## config.mk

```make
export PLATFORM = sky130hd
export DESIGN_NAME = button_press_classifier
export DESIGN_NICKNAME = d
export VERILOG_FILES = /design/src/rtl/core/bpc_pkg.sv /design/src/rtl/core/bpc_cfg_regs.sv /design/src/rtl/core/bpc_core.sv /design/src/rtl/core/button_press_classifier.sv
export VERILOG_INCLUDE_DIRS = /design/src /design/src/rtl/core
export SDC_FILE = /design/constraint.sdc
export NUM_CORES = 1
export LEC_CHECK = 0
export ABC_CLOCK_PERIOD_IN_PS = 4900
export BUFFER_PORTS_ARGS = -buffer_cell sky130_fd_sc_hd__buf_2
export CORE_AREA = 3 3 108 110
export CTS_CLUSTER_SIZE = 20
export DETAILED_ROUTE_END_ITERATION = 8
export DIE_AREA = 0 0 111 113
export SYNTH_ARGS = -nofsm -noshare
export SYNTH_HDL_FRONTEND = slang
export SYNTH_SLANG_ARGS = --single-unit
```

## constraint.sdc

```tcl
create_clock -name clk -period 4.9 [get_ports clk]
set_clock_uncertainty 0.15 [all_clocks]
set_input_delay 0.735 -clock clk [delete_from_list [all_inputs] [get_ports clk]]
set_output_delay 0.735 -clock clk [all_outputs]
set_load 0.01 [all_outputs]
```

## src/rtl/core/button_press_classifier_defines.svh

```systemverilog
// ---------------------------------------------------------------------------
// Button press classifier assertion macros
// Shared property templates for the checks at the end of the top level.
// ---------------------------------------------------------------------------
`ifndef BUTTON_PRESS_CLASSIFIER_DEFINES_SVH
`define BUTTON_PRESS_CLASSIFIER_DEFINES_SVH

// Same-cycle implication, disabled while reset is high.
`define BPC_ASSERT_SAME(label, clk, rst, ante, cons) \
  label: assert property (@(posedge clk) disable iff (rst) (ante) |-> (cons)) \
    else $error("button_press_classifier: same-cycle check failed");

// Next-cycle implication, disabled while reset is high.
`define BPC_ASSERT_NEXT(label, clk, rst, ante, cons) \
  label: assert property (@(posedge clk) disable iff (rst) (ante) |=> (cons)) \
    else $error("button_press_classifier: next-cycle check failed");

`endif

```

## src/rtl/core/bpc_pkg.sv

```systemverilog
// ---------------------------------------------------------------------------
// Button press classifier package
// Request and result types, configuration type, operation codes and resets.
// ---------------------------------------------------------------------------
package bpc_pkg;

  localparam logic [2:0] OP_TICK        = 3'd0;
  localparam logic [2:0] OP_READ_SHORT  = 3'd1;
  localparam logic [2:0] OP_READ_LONG   = 3'd2;
  localparam logic [2:0] OP_READ_DOUBLE = 3'd3;
  localparam logic [2:0] OP_READ_ALT    = 3'd4;

  localparam logic [1:0] REG_SAMPLE_DIV    = 2'd0;
  localparam logic [1:0] REG_DOUBLE_WINDOW = 2'd1;
  localparam logic [1:0] REG_LONG_SAMPLES  = 2'd2;

  localparam int unsigned CFG_DATA_W = 16;

  localparam logic [7:0]  SAMPLE_DIV_RESET    = 8'd20;
  localparam logic [15:0] DOUBLE_WINDOW_RESET = 16'd900;
  localparam logic [7:0]  LONG_SAMPLES_RESET  = 8'd60;

  localparam logic [1:0] ALT_FIRST  = 2'd1;
  localparam logic [1:0] ALT_SECOND = 2'd2;

  typedef struct packed {
    logic [2:0] op;
    logic       pin_level;
  } in_item_t;

  typedef struct packed {
    logic [1:0] read_value;
    logic       short_pending;
    logic       long_pending;
    logic       double_pending;
    logic       key_sampled;
  } out_item_t;

  typedef struct packed {
    logic [7:0]  sample_div;
    logic [15:0] double_window;
    logic [7:0]  long_samples;
  } cfg_t;

endpackage

```

## src/rtl/core/bpc_cfg_regs.sv

```systemverilog
// ---------------------------------------------------------------------------
// Button press classifier configuration registers
// Write-only register file for sample divider, double window and long count.
// ---------------------------------------------------------------------------
module bpc_cfg_regs (
  input  logic                          clk,
  input  logic                          rst,
  input  logic                          cfg_we,
  input  logic [1:0]                    cfg_index,
  input  logic [bpc_pkg::CFG_DATA_W-1:0] cfg_data,
  output bpc_pkg::cfg_t                 cfg
);
  import bpc_pkg::*;

  always_ff @(posedge clk) begin
    if (rst) begin
      cfg.sample_div    <= SAMPLE_DIV_RESET;
      cfg.double_window <= DOUBLE_WINDOW_RESET;
      cfg.long_samples  <= LONG_SAMPLES_RESET;
    end else if (cfg_we) begin
      unique case (cfg_index)
        REG_SAMPLE_DIV:    cfg.sample_div    <= cfg_data[7:0];
        REG_DOUBLE_WINDOW: cfg.double_window <= cfg_data[15:0];
        REG_LONG_SAMPLES:  cfg.long_samples  <= cfg_data[7:0];
        default: ;
      endcase
    end
  end

endmodule

```

## src/rtl/core/bpc_core.sv

```systemverilog
// ---------------------------------------------------------------------------
// Button press classifier core
// Classification state and its combinational update for one request.
// ---------------------------------------------------------------------------
module bpc_core (
  input  logic               clk,
  input  logic               rst,
  input  bpc_pkg::cfg_t      cfg,
  input  logic               fire,
  input  bpc_pkg::in_item_t  item,
  output bpc_pkg::out_item_t result
);
  import bpc_pkg::*;

  logic [7:0]  sample_counter, sample_counter_next;
  logic [15:0] since_short, since_short_next;
  logic        prev_pressed, prev_pressed_next;
  logic        cur_pressed, cur_pressed_next;
  logic        suppress_release, suppress_release_next;
  logic [7:0]  held_samples, held_samples_next;
  logic        short_flag, short_flag_next;
  logic        long_flag, long_flag_next;
  logic        double_flag, double_flag_next;
  logic        alternate_parity, alternate_parity_next;
  logic [1:0]  read_value;

  always_comb begin
    logic [7:0]  sc_inc;
    logic [15:0] ss_inc;
    logic [7:0]  held_upd;
    sample_counter_next   = sample_counter;
    since_short_next      = since_short;
    prev_pressed_next     = prev_pressed;
    cur_pressed_next      = cur_pressed;
    suppress_release_next = suppress_release;
    held_samples_next     = held_samples;
    short_flag_next       = short_flag;
    long_flag_next        = long_flag;
    double_flag_next      = double_flag;
    alternate_parity_next = alternate_parity;
    read_value            = 2'd0;
    sc_inc   = (sample_counter != 8'hFF) ? sample_counter + 8'd1 : sample_counter;
    ss_inc   = (since_short != 16'hFFFF) ? since_short + 16'd1 : since_short;
    held_upd = held_samples;

    case (item.op)
      OP_TICK: begin
        sample_counter_next = sc_inc;
        since_short_next    = ss_inc;
        if (sc_inc >= cfg.sample_div) begin
          sample_counter_next   = 8'd0;
          // A release that ends a long press is seen as no prior press.
          prev_pressed_next     = suppress_release ? 1'b0 : cur_pressed;
          suppress_release_next = 1'b0;
          cur_pressed_next      = ~item.pin_level;
          if (!long_flag) begin
            if (!cur_pressed_next && prev_pressed_next) begin
              if (ss_inc < cfg.double_window) begin
                double_flag_next = 1'b1;
              end else begin
                short_flag_next = 1'b1;
              end
              since_short_next = 16'd0;
              held_upd         = 8'd0;
            end else if (cur_pressed_next && prev_pressed_next) begin
              if (held_samples != 8'hFF) begin
                held_upd = held_samples + 8'd1;
              end
            end else begin
              held_upd = 8'd0;
            end
          end
          held_samples_next = held_upd;
          if (held_upd >= cfg.long_samples) begin
            long_flag_next        = cur_pressed_next;
            suppress_release_next = 1'b1;
          end
        end
      end
      OP_READ_SHORT: begin
        read_value      = {1'b0, short_flag};
        short_flag_next = 1'b0;
      end
      OP_READ_LONG: begin
        read_value     = {1'b0, long_flag};
        long_flag_next = 1'b0;
      end
      OP_READ_DOUBLE: begin
        read_value       = {1'b0, double_flag};
        double_flag_next = 1'b0;
      end
      OP_READ_ALT: begin
        if (double_flag) begin
          double_flag_next      = 1'b0;
          alternate_parity_next = ~alternate_parity;
          read_value            = alternate_parity ? ALT_SECOND : ALT_FIRST;
        end
      end
      default: ;
    endcase
  end

  always_ff @(posedge clk) begin
    if (rst) begin
      sample_counter   <= 8'd0;
      since_short      <= 16'd0;
      prev_pressed     <= 1'b0;
      cur_pressed      <= 1'b0;
      suppress_release <= 1'b0;
      held_samples     <= 8'd0;
      short_flag       <= 1'b0;
      long_flag        <= 1'b0;
      double_flag      <= 1'b0;
      alternate_parity <= 1'b0;
    end else if (fire) begin
      sample_counter   <= sample_counter_next;
      since_short      <= since_short_next;
      prev_pressed     <= prev_pressed_next;
      cur_pressed      <= cur_pressed_next;
      suppress_release <= suppress_release_next;
      held_samples     <= held_samples_next;
      short_flag       <= short_flag_next;
      long_flag        <= long_flag_next;
      double_flag      <= double_flag_next;
      alternate_parity <= alternate_parity_next;
    end
  end

  assign result.read_value     = read_value;
  assign result.short_pending  = short_flag_next;
  assign result.long_pending   = long_flag_next;
  assign result.double_pending = double_flag_next;
  assign result.key_sampled    = cur_pressed_next;

endmodule

```

## src/rtl/core/button_press_classifier.sv

```systemverilog
// ---------------------------------------------------------------------------
// Button press classifier
// Short, long and double press detection for one active-low push button.
// ---------------------------------------------------------------------------
// Usage: each request on the input channel (in_valid, in_stall, in_data) is a
// tick carrying the raw pin level or a read that returns and clears one
// pending event flag. Every request produces exactly one result on the
// output channel (out_valid, out_stall, out_data) with the read value and
// the pending flags as they stand after the request.
// The input register captures a request and the result register its result.
// One request per cycle is sustained while the receiver does not stall; the
// state update is a single pass of short logic between the input register
// and the result register. When the receiver stalls, the result register
// holds and the input register takes one more request if empty, then in_stall
// rises until the result is taken. Configuration is written through cfg_we,
// cfg_index and cfg_data; the user must do so only while no request is in
// flight, which the block does not enforce. Reset clears all state, empties
// both registers and loads the default configuration.
// ---------------------------------------------------------------------------
`include "button_press_classifier_defines.svh"

module button_press_classifier (
  input  logic                           clk,
  input  logic                           rst,
  input  logic                           in_valid,
  output logic                           in_stall,
  input  bpc_pkg::in_item_t              in_data,
  output logic                           out_valid,
  input  logic                           out_stall,
  output bpc_pkg::out_item_t             out_data,
  input  logic                           cfg_we,
  input  logic [1:0]                     cfg_index,
  input  logic [bpc_pkg::CFG_DATA_W-1:0] cfg_data
);
  import bpc_pkg::*;

  cfg_t      cfg;
  logic      in_q_valid;
  in_item_t  item_q;
  logic      out_free;
  logic      fire;
  out_item_t result;

  assign out_free = !out_valid || !out_stall;
  assign fire     = in_q_valid && out_free;
  assign in_stall = in_q_valid && !out_free;

  bpc_cfg_regs u_cfg (
    .clk       (clk),
    .rst       (rst),
    .cfg_we    (cfg_we),
    .cfg_index (cfg_index),
    .cfg_data  (cfg_data),
    .cfg       (cfg)
  );

  bpc_core u_core (
    .clk    (clk),
    .rst    (rst),
    .cfg    (cfg),
    .fire   (fire),
    .item   (item_q),
    .result (result)
  );

  always_ff @(posedge clk) begin
    if (rst) begin
      in_q_valid <= 1'b0;
      out_valid  <= 1'b0;
    end else begin
      if (!in_stall) begin
        in_q_valid <= in_valid;
      end
      if (out_free) begin
        out_valid <= in_q_valid;
      end
    end
  end

  always_ff @(posedge clk) begin
    if (!in_stall && in_valid) begin
      item_q <= in_data;
    end
    if (fire) begin
      out_data <= result;
    end
  end

  `BPC_ASSERT_SAME(a_stall_needs_full, clk, rst, in_stall, in_q_valid && out_valid)
  `BPC_ASSERT_NEXT(a_read_short_clears, clk, rst, fire && item_q.op == OP_READ_SHORT,
                   out_valid && !out_data.short_pending)
  `BPC_ASSERT_NEXT(a_tick_reads_zero, clk, rst, fire && item_q.op == OP_TICK,
                   out_valid && out_data.read_value == 2'd0)

endmodule
```

* Word level (Yosys, flattened, before mapping)
Index checks and enable logic that the tools add are counted.
** Word-level totals
- Register bits after elaboration :: 82
- Input port bits :: 27
- Output and inout bits :: 8
- Word-level logic and storage cells :: 89
** Operators by class
- $add $sub $neg :: 3
- Order comparisons :: 3
- Equality and inequality tests :: 9
- Mux-type cells :: 32
- Bitwise operators :: 2
- Reduce and logical (&&, ||, !) cells :: 19
** Operators by type and width (count)
- $mux W16 :: 4
- $mux W8 :: 8
- $add A16 B1 Y16 const B :: 1
- $add A8 B1 Y8 const B :: 2
- $ge A8 B8 Y1 :: 2
- $lt A16 B16 Y1 :: 1
- $ne A16 B16 Y1 const B :: 1
- $ne A8 B8 Y1 const B :: 2
- $mux W1 :: 14
- $pmux W2 S4 :: 1
- $reduce_and A2 Y1 :: 4
- $eq A3 B2 Y1 const B :: 2
- $pmux W1 S2 :: 3
- $reduce_and A3 Y1 :: 2
- $logic_and A1 B1 Y1 :: 5
- $logic_not A1 Y1 :: 4
- $mux W2 :: 2
- $eq A3 B1 Y1 const B :: 1
- $eq A3 B3 Y1 const B :: 1
- $logic_not A3 Y1 :: 1
- $eq A2 B1 Y1 const B :: 1
- $eq A2 B2 Y1 const B :: 1
- $logic_not A2 Y1 :: 1
- $not A1 Y1 :: 2
- 2 further kinds :: 2

* Logic depth before layout (Yosys ltp)
- Word-level depth :: 11
- Gate-level depth with buffers :: 14
- Gate-level depth less buffers :: 13

* Modules after synthesis
Synthesis repeated with hierarchy kept, for this count alone.
** Unflattened totals
- Cells, all modules :: 595
- Area, all modules :: 5111.2 sq um
** By module, submodules not included
- bpc_core :: instances 1, cells an instance 445, area an instance 3387.0 sq um, sequential area each 760.7 sq um
- bpc_cfg_regs :: instances 1, cells an instance 130, area an instance 1337.5 sq um, sequential area each 640.6 sq um
- button_press_classifier :: instances 1, cells an instance 20, area an instance 386.6 sq um, sequential area each 340.3 sq um

* Least setup slack after synthesis
Ideal clock, no wire load.
- Path type :: reg-to-reg
- Start :: reg u_core.sample_counter[0]
- End :: reg out_data[2] in the netlist's numbering, data pin
- Setup time :: 0.256 ns
- Arrival time :: 3.131 ns
- Required time :: 4.494 ns
- Slack :: 1.362 ns
- Stages on the path, launching flop included :: 15
- Path buffers :: 2
- Clock period less this slack :: 3.538 ns
- Cell sequence :: dfxtp_1 > ha_1 > and4_1 > and4_1 > clkbuf_1 > nor3b_1 > xor2_1 > ha_1 > a21o_1 > a2111oi_0 > o21ai_1 > buf_6 > nand2_1 > nor3_1 > a22o_1
** RTL lines
- start, declared :: RTL line bpc_core.sv:15 : logic [7:0] sample_counter, sample_counter_next;
- start signal, assigned :: RTL line bpc_core.sv:116 : sample_counter <= sample_counter_next;
- end signal, assigned :: RTL line button_press_classifier.sv:85 : out_data <= result;
- end, declared :: RTL line button_press_classifier.sv:30 : output bpc_pkg::out_item_t out_data,

* Worst setup path after layout
- Start :: reg u_core.sample_counter[0]
- End :: reg u_core.held_samples[5]
** On the way
- Word-level cells in the longest chain between the ends :: 4
** RTL lines
- $add A8 B1 Y8 or $ne A8 B8 Y1 (tied branches) :: RTL line bpc_core.sv:42 : sc_inc = (sample_counter != 8'hFF) ? sample_counter + 8'd1 : sample_counter;
- $mux W8 (*) :: RTL line bpc_core.sv:42
- $ge A8 B8 Y1 (*) :: RTL line bpc_core.sv:50 : if (sc_inc >= cfg.sample_div) begin
- $reduce_and A3 Y1 (no line) (*)
- end signal, assigned :: RTL line bpc_core.sv:121 : held_samples <= held_samples_next;
- end, declared :: RTL line bpc_core.sv:20 : logic [7:0] held_samples, held_samples_next;
Every way passes the cells marked *; elsewhere a longest branch is shown, timed or not.
A chain may end at the register's enable or synchronous reset.

==> results_tabular.tex <==
\begin{tabular}{lr}
\hline
Metric & Value \\
\hline
\multicolumn{2}{l}{\textbf{Run status}} \\
Outcome & completed \\
\multicolumn{2}{l}{\textbf{Min path}} \\
Type of the worst min-delay path & reg2reg \\
Source of the worst hold timing path & u\_cfg.cfg[20] \\
Hold Crit Depth & 2 \\
\multicolumn{2}{l}{\textbf{Cells and area}} \\
Proportion of layout cells with a drive suffix above 1 & 11.8\% \\
Post-route insts no fill & 761 \\
Antenna diode count & 0 \\
Final Cell Area & 5270 sq um \\
Leading cell types in the layout, fill and taps excluded & sky130\_fd\_sc\_hd\_\_nand2\_1 (96), sky130\_fd\_sc\_hd\_\_dfxtp\_1 (72), sky130\_fd\_sc\_hd\_\_a21oi\_1 (55) \\
Final net count & 677 \\
Final core utilization & 48.8\% \\
Most common cell after layout, fill and taps aside & sky130\_fd\_sc\_hd\_\_nand2\_1 \\
Area grow syn2layout & 8.78\% \\
\multicolumn{2}{l}{\textbf{Synthesis}} \\
Flip-flop and latch count after synthesis & 82 \\
Share of synthesized registers carrying an async set or reset & 0\% \\
Top cell type by total area after synthesis & sky130\_fd\_sc\_hd\_\_dfxtp\_1 \\
Post-Syn Nets & 659 \\
Gate count after technology mapping & 598 \\
Yosys warning count & 0 \\
Top area cells in the synthesized netlist & sky130\_fd\_sc\_hd\_\_dfxtp\_1 (30\%), sky130\_fd\_sc\_hd\_\_ha\_1 (8.8\%), sky130\_fd\_sc\_hd\_\_nand2\_1 (7.4\%) \\
Cell area after technology mapping & 4840 sq um \\
Top\_reg\_cell synth & sky130\_fd\_sc\_hd\_\_dfxtp\_1 \\
Number of synthesized flops with an enable pin & 10 \\
Post-synthesis sequential area ratio & 36.0\% \\
Syn avg cell area & 8.10 sq um \\
Number of distinct library cell variants in the gate-level netlist after synthesis & 67 \\
Post-synth top area share & 29.8\% \\
\multicolumn{2}{l}{\textbf{Worst setup path}} \\
Startpoint of the worst register-to-register path & u\_core.sample\_counter[0] \\
Worst setup path class & reg2reg \\
Crit end category & register \\
Worst R2R Path Depth & 10 \\
Worst setup path startpoint & u\_core.sample\_counter[0] \\
Max FO, Critical Path & 12 \\
WP data arrival & 4.55 ns \\
Register-to-register path setup slack & 0.51 ns \\
Data required time of the critical path & 5.06 ns \\
Worst setup SP type & register \\
\multicolumn{2}{l}{\textbf{Floorplan}} \\
Initial Util & 44.9\% \\
Floorplan die height & 113 um \\
Area inside the core boundary & 10,800 sq um \\
Die X-Extent & 111 um \\
Number of primary I/O pins & 35 \\
Floorplan die area & 12,500 sq um \\
Std-Cell Rows & 38 \\
\multicolumn{2}{l}{\textbf{STA}} \\
Final worst-path cycle share & 89.6\% \\
Worst Max-Slew Pin Slew & 1.05 ns \\
Fmax achieved & 0.228 GHz \\
Worst slew margin relative to its limit & 29.3\% \\
Final setup slack of the worst path & 0.510 ns \\
Total count of hold-check failures in the final report & 0 \\
Max Transition Viols Final & 0 \\
Setup total negative slack & 0 ns \\
Post-layout minimum cycle time & 4.39 ns \\
WHS & 0.307 ns \\
RSZ-0062 raised after global routing & no \\
Setup violations, final & 0 \\
\multicolumn{2}{l}{\textbf{Detailed routing}} \\
Count of unresolved DRC violations after routing & 0 \\
Number of nets with antenna violations after routing & 0 \\
First-iteration detailed-routing DRC count & 291 \\
Wire length per cell & 14.9 um \\
Pre-antenna DRT Iters & 5 \\
Ratio of routed vias to standard cells & 5.53 \\
Sum of routed wire length over all layers & 11,300 um \\
Count of vias placed by the detailed router & 4,211 \\
\multicolumn{2}{l}{\textbf{Pwr}} \\
Final Total Pwr & 1.33 mW \\
Maximum VDD drop & 0.229 mV \\
Power density over cell area & 252 nW/um\^{}2 \\
Standby leakage power & 2.08 nW \\
\multicolumn{2}{l}{\textbf{Clock network}} \\
Clk Latency, worst-skew pair & 0.39 ns \\
\# clock sinks & 82 \\
Number of buffers on the longest clock path & 2 \\
Clock input transition at the sequential cells of the worst setup and hold paths & 0.08 ns \\
Count of cells resized by post-cts repair & 0 \\
Deepest level of the CTS H-tree & 3 \\
CTS tree & yes \\
Root cell of the clock tree & sky130\_fd\_sc\_hd\_\_clkbuf\_8 \\
Number of setup buffers added after CTS & 0 \\
Number of CTS-inserted buffers & 9 \\
Hold buffers post-CTS & 0 \\
\multicolumn{2}{l}{\textbf{GRT}} \\
Via count of the first global-routing pass & 3,971 \\
Global route overflow & 0 \\
Number of antenna violations at the first check in global routing & 0 \\
Largest net degree at the start of global routing & 62 \\
Total global-route track usage & 18.9\% \\
Wire length of the first global-routing pass & 19,300 um \\
\multicolumn{2}{l}{\textbf{Flow run}} \\
Maxcap violations & 0 \\
\multicolumn{2}{l}{\textbf{Place}} \\
Placement Setup Slack & 0.559 ns \\
Sum of net half-perimeters after detailed placement & 8080 um \\
DP Cell Count & 745 \\
Port Buffer Count & 34 \\
Weighted congestion reported at the end of routability-driven placement & 0.857 \\
Placed Area & 5060 sq um \\
\hline
\end{tabular}
[registers in the layout, indices dropped and copies added (netlist names)]
signal                   cells
out_data                     6
item_q                       4
u_core.held_samples          8
u_cfg.cfg                   32
u_core.alternate_parity      1
u_core.long_flag             1
u_core.short_flag            1
out_valid                    1
u_core.cur_pressed           1
in_q_valid                   1
u_core.since_short          16
u_core.suppress_release      1
u_core.sample_counter        8
u_core.double_flag           1
[cell type report]
type / count / area [sq um]
fill: 1035 / 5520
multi-input combinational: 451 / 2820
sequential: 82 / 1740
timing repair buffer: 37 / 193
tap: 140 / 175
clock buffer: 12 / 166
inverter: 35 / 131
clock inverter: 4 / 46.3
[metal layers]
metal  vias to the layer above  global-route usage (%)  wire [um]
li1                       2160                       -          -
met1                      1960                    24.8       5480
met2                        75                    30.5       5240
met3                        16                    5.61        430
met4                         0                    5.17        160
met5                         -                       0          0
[critical path, cell delays in order, from the launching register on]
cell                      delay (ns)
sky130_fd_sc_hd__dfxtp_1        0.42
sky130_fd_sc_hd__ha_1           0.24
sky130_fd_sc_hd__and4_1         0.25
sky130_fd_sc_hd__and4_1         0.39
sky130_fd_sc_hd__mux2_2         0.39
sky130_fd_sc_hd__ha_1           0.27
sky130_fd_sc_hd__a31oi_1        0.07
sky130_fd_sc_hd__o21ai_1        0.82
sky130_fd_sc_hd__nand3_1        0.54
sky130_fd_sc_hd__or4b_1         0.63
sky130_fd_sc_hd__a21oi_1        0.14
[cell families (layout without fill, tap and decap cells)]
family | Yosys count | after routing | synth area share, %
AOI/OAI and AO/OA | 142 | 142 | 18.9
xor gates and xnor gates | 18 | 18 | 3.25
adders and majority gates | 34 | 34 | 8.78
buffers and inverters | 65 | 88 | 5.92
DFF | 82 | 82 | 36.0
muxes | 5 | 5 | 1.11
and+or+nand+nor | 252 | 252 | 26.0
[final timing paths]
path,endpoint
hold / removal,u_cfg.cfg[20]
setup reg to reg,u_core.held_samples[5]
setup / recovery,u_core.held_samples[5]
hold reg to reg,u_cfg.cfg[20]
[synth_stat cells (2+ instances only)]
master,number
sky130_fd_sc_hd__nor3b_1,7
sky130_fd_sc_hd__buf_6,2
sky130_fd_sc_hd__mux2i_1,2
sky130_fd_sc_hd__o21ai_0,23
sky130_fd_sc_hd__inv_1,34
sky130_fd_sc_hd__buf_1,3
sky130_fd_sc_hd__xor2_1,11
sky130_fd_sc_hd__or4_1,2
sky130_fd_sc_hd__a21oi_1,55
sky130_fd_sc_hd__dfxtp_1,72
sky130_fd_sc_hd__nand3_1,25
sky130_fd_sc_hd__a22oi_1,3
sky130_fd_sc_hd__a311oi_1,2
sky130_fd_sc_hd__ha_1,34
sky130_fd_sc_hd__clkbuf_1,18
sky130_fd_sc_hd__nand2b_1,6
sky130_fd_sc_hd__nor2_1,49
sky130_fd_sc_hd__nor2b_1,7
sky130_fd_sc_hd__nand4_1,8
sky130_fd_sc_hd__a2111oi_0,4
sky130_fd_sc_hd__a31oi_1,13
sky130_fd_sc_hd__and2_1,7
sky130_fd_sc_hd__a32o_1,4
sky130_fd_sc_hd__edfxtp_1,10
sky130_fd_sc_hd__and4_1,8
sky130_fd_sc_hd__and3_1,13
sky130_fd_sc_hd__and3_2,2
sky130_fd_sc_hd__buf_2,2
sky130_fd_sc_hd__a211o_2,2
sky130_fd_sc_hd__nor4b_1,2
sky130_fd_sc_hd__a31o_2,2
sky130_fd_sc_hd__nor3_1,8
sky130_fd_sc_hd__mux2_2,3
sky130_fd_sc_hd__a21o_1,4
sky130_fd_sc_hd__buf_4,4
sky130_fd_sc_hd__nand2_1,96
sky130_fd_sc_hd__o21a_1,4
sky130_fd_sc_hd__xnor2_1,7
sky130_fd_sc_hd__o211ai_1,12
[where the power goes]
group / switching, mW / total, mW / internal [mW]
registers: 0.00869 / 0.703 / 0.694
clock network: 0.259 / 0.538 / 0.279
logic: 0.0549 / 0.0855 / 0.0306
total: 0.323 / 1.33 / 1.00
Note: power is estimated with default switching activity, not from simulation.
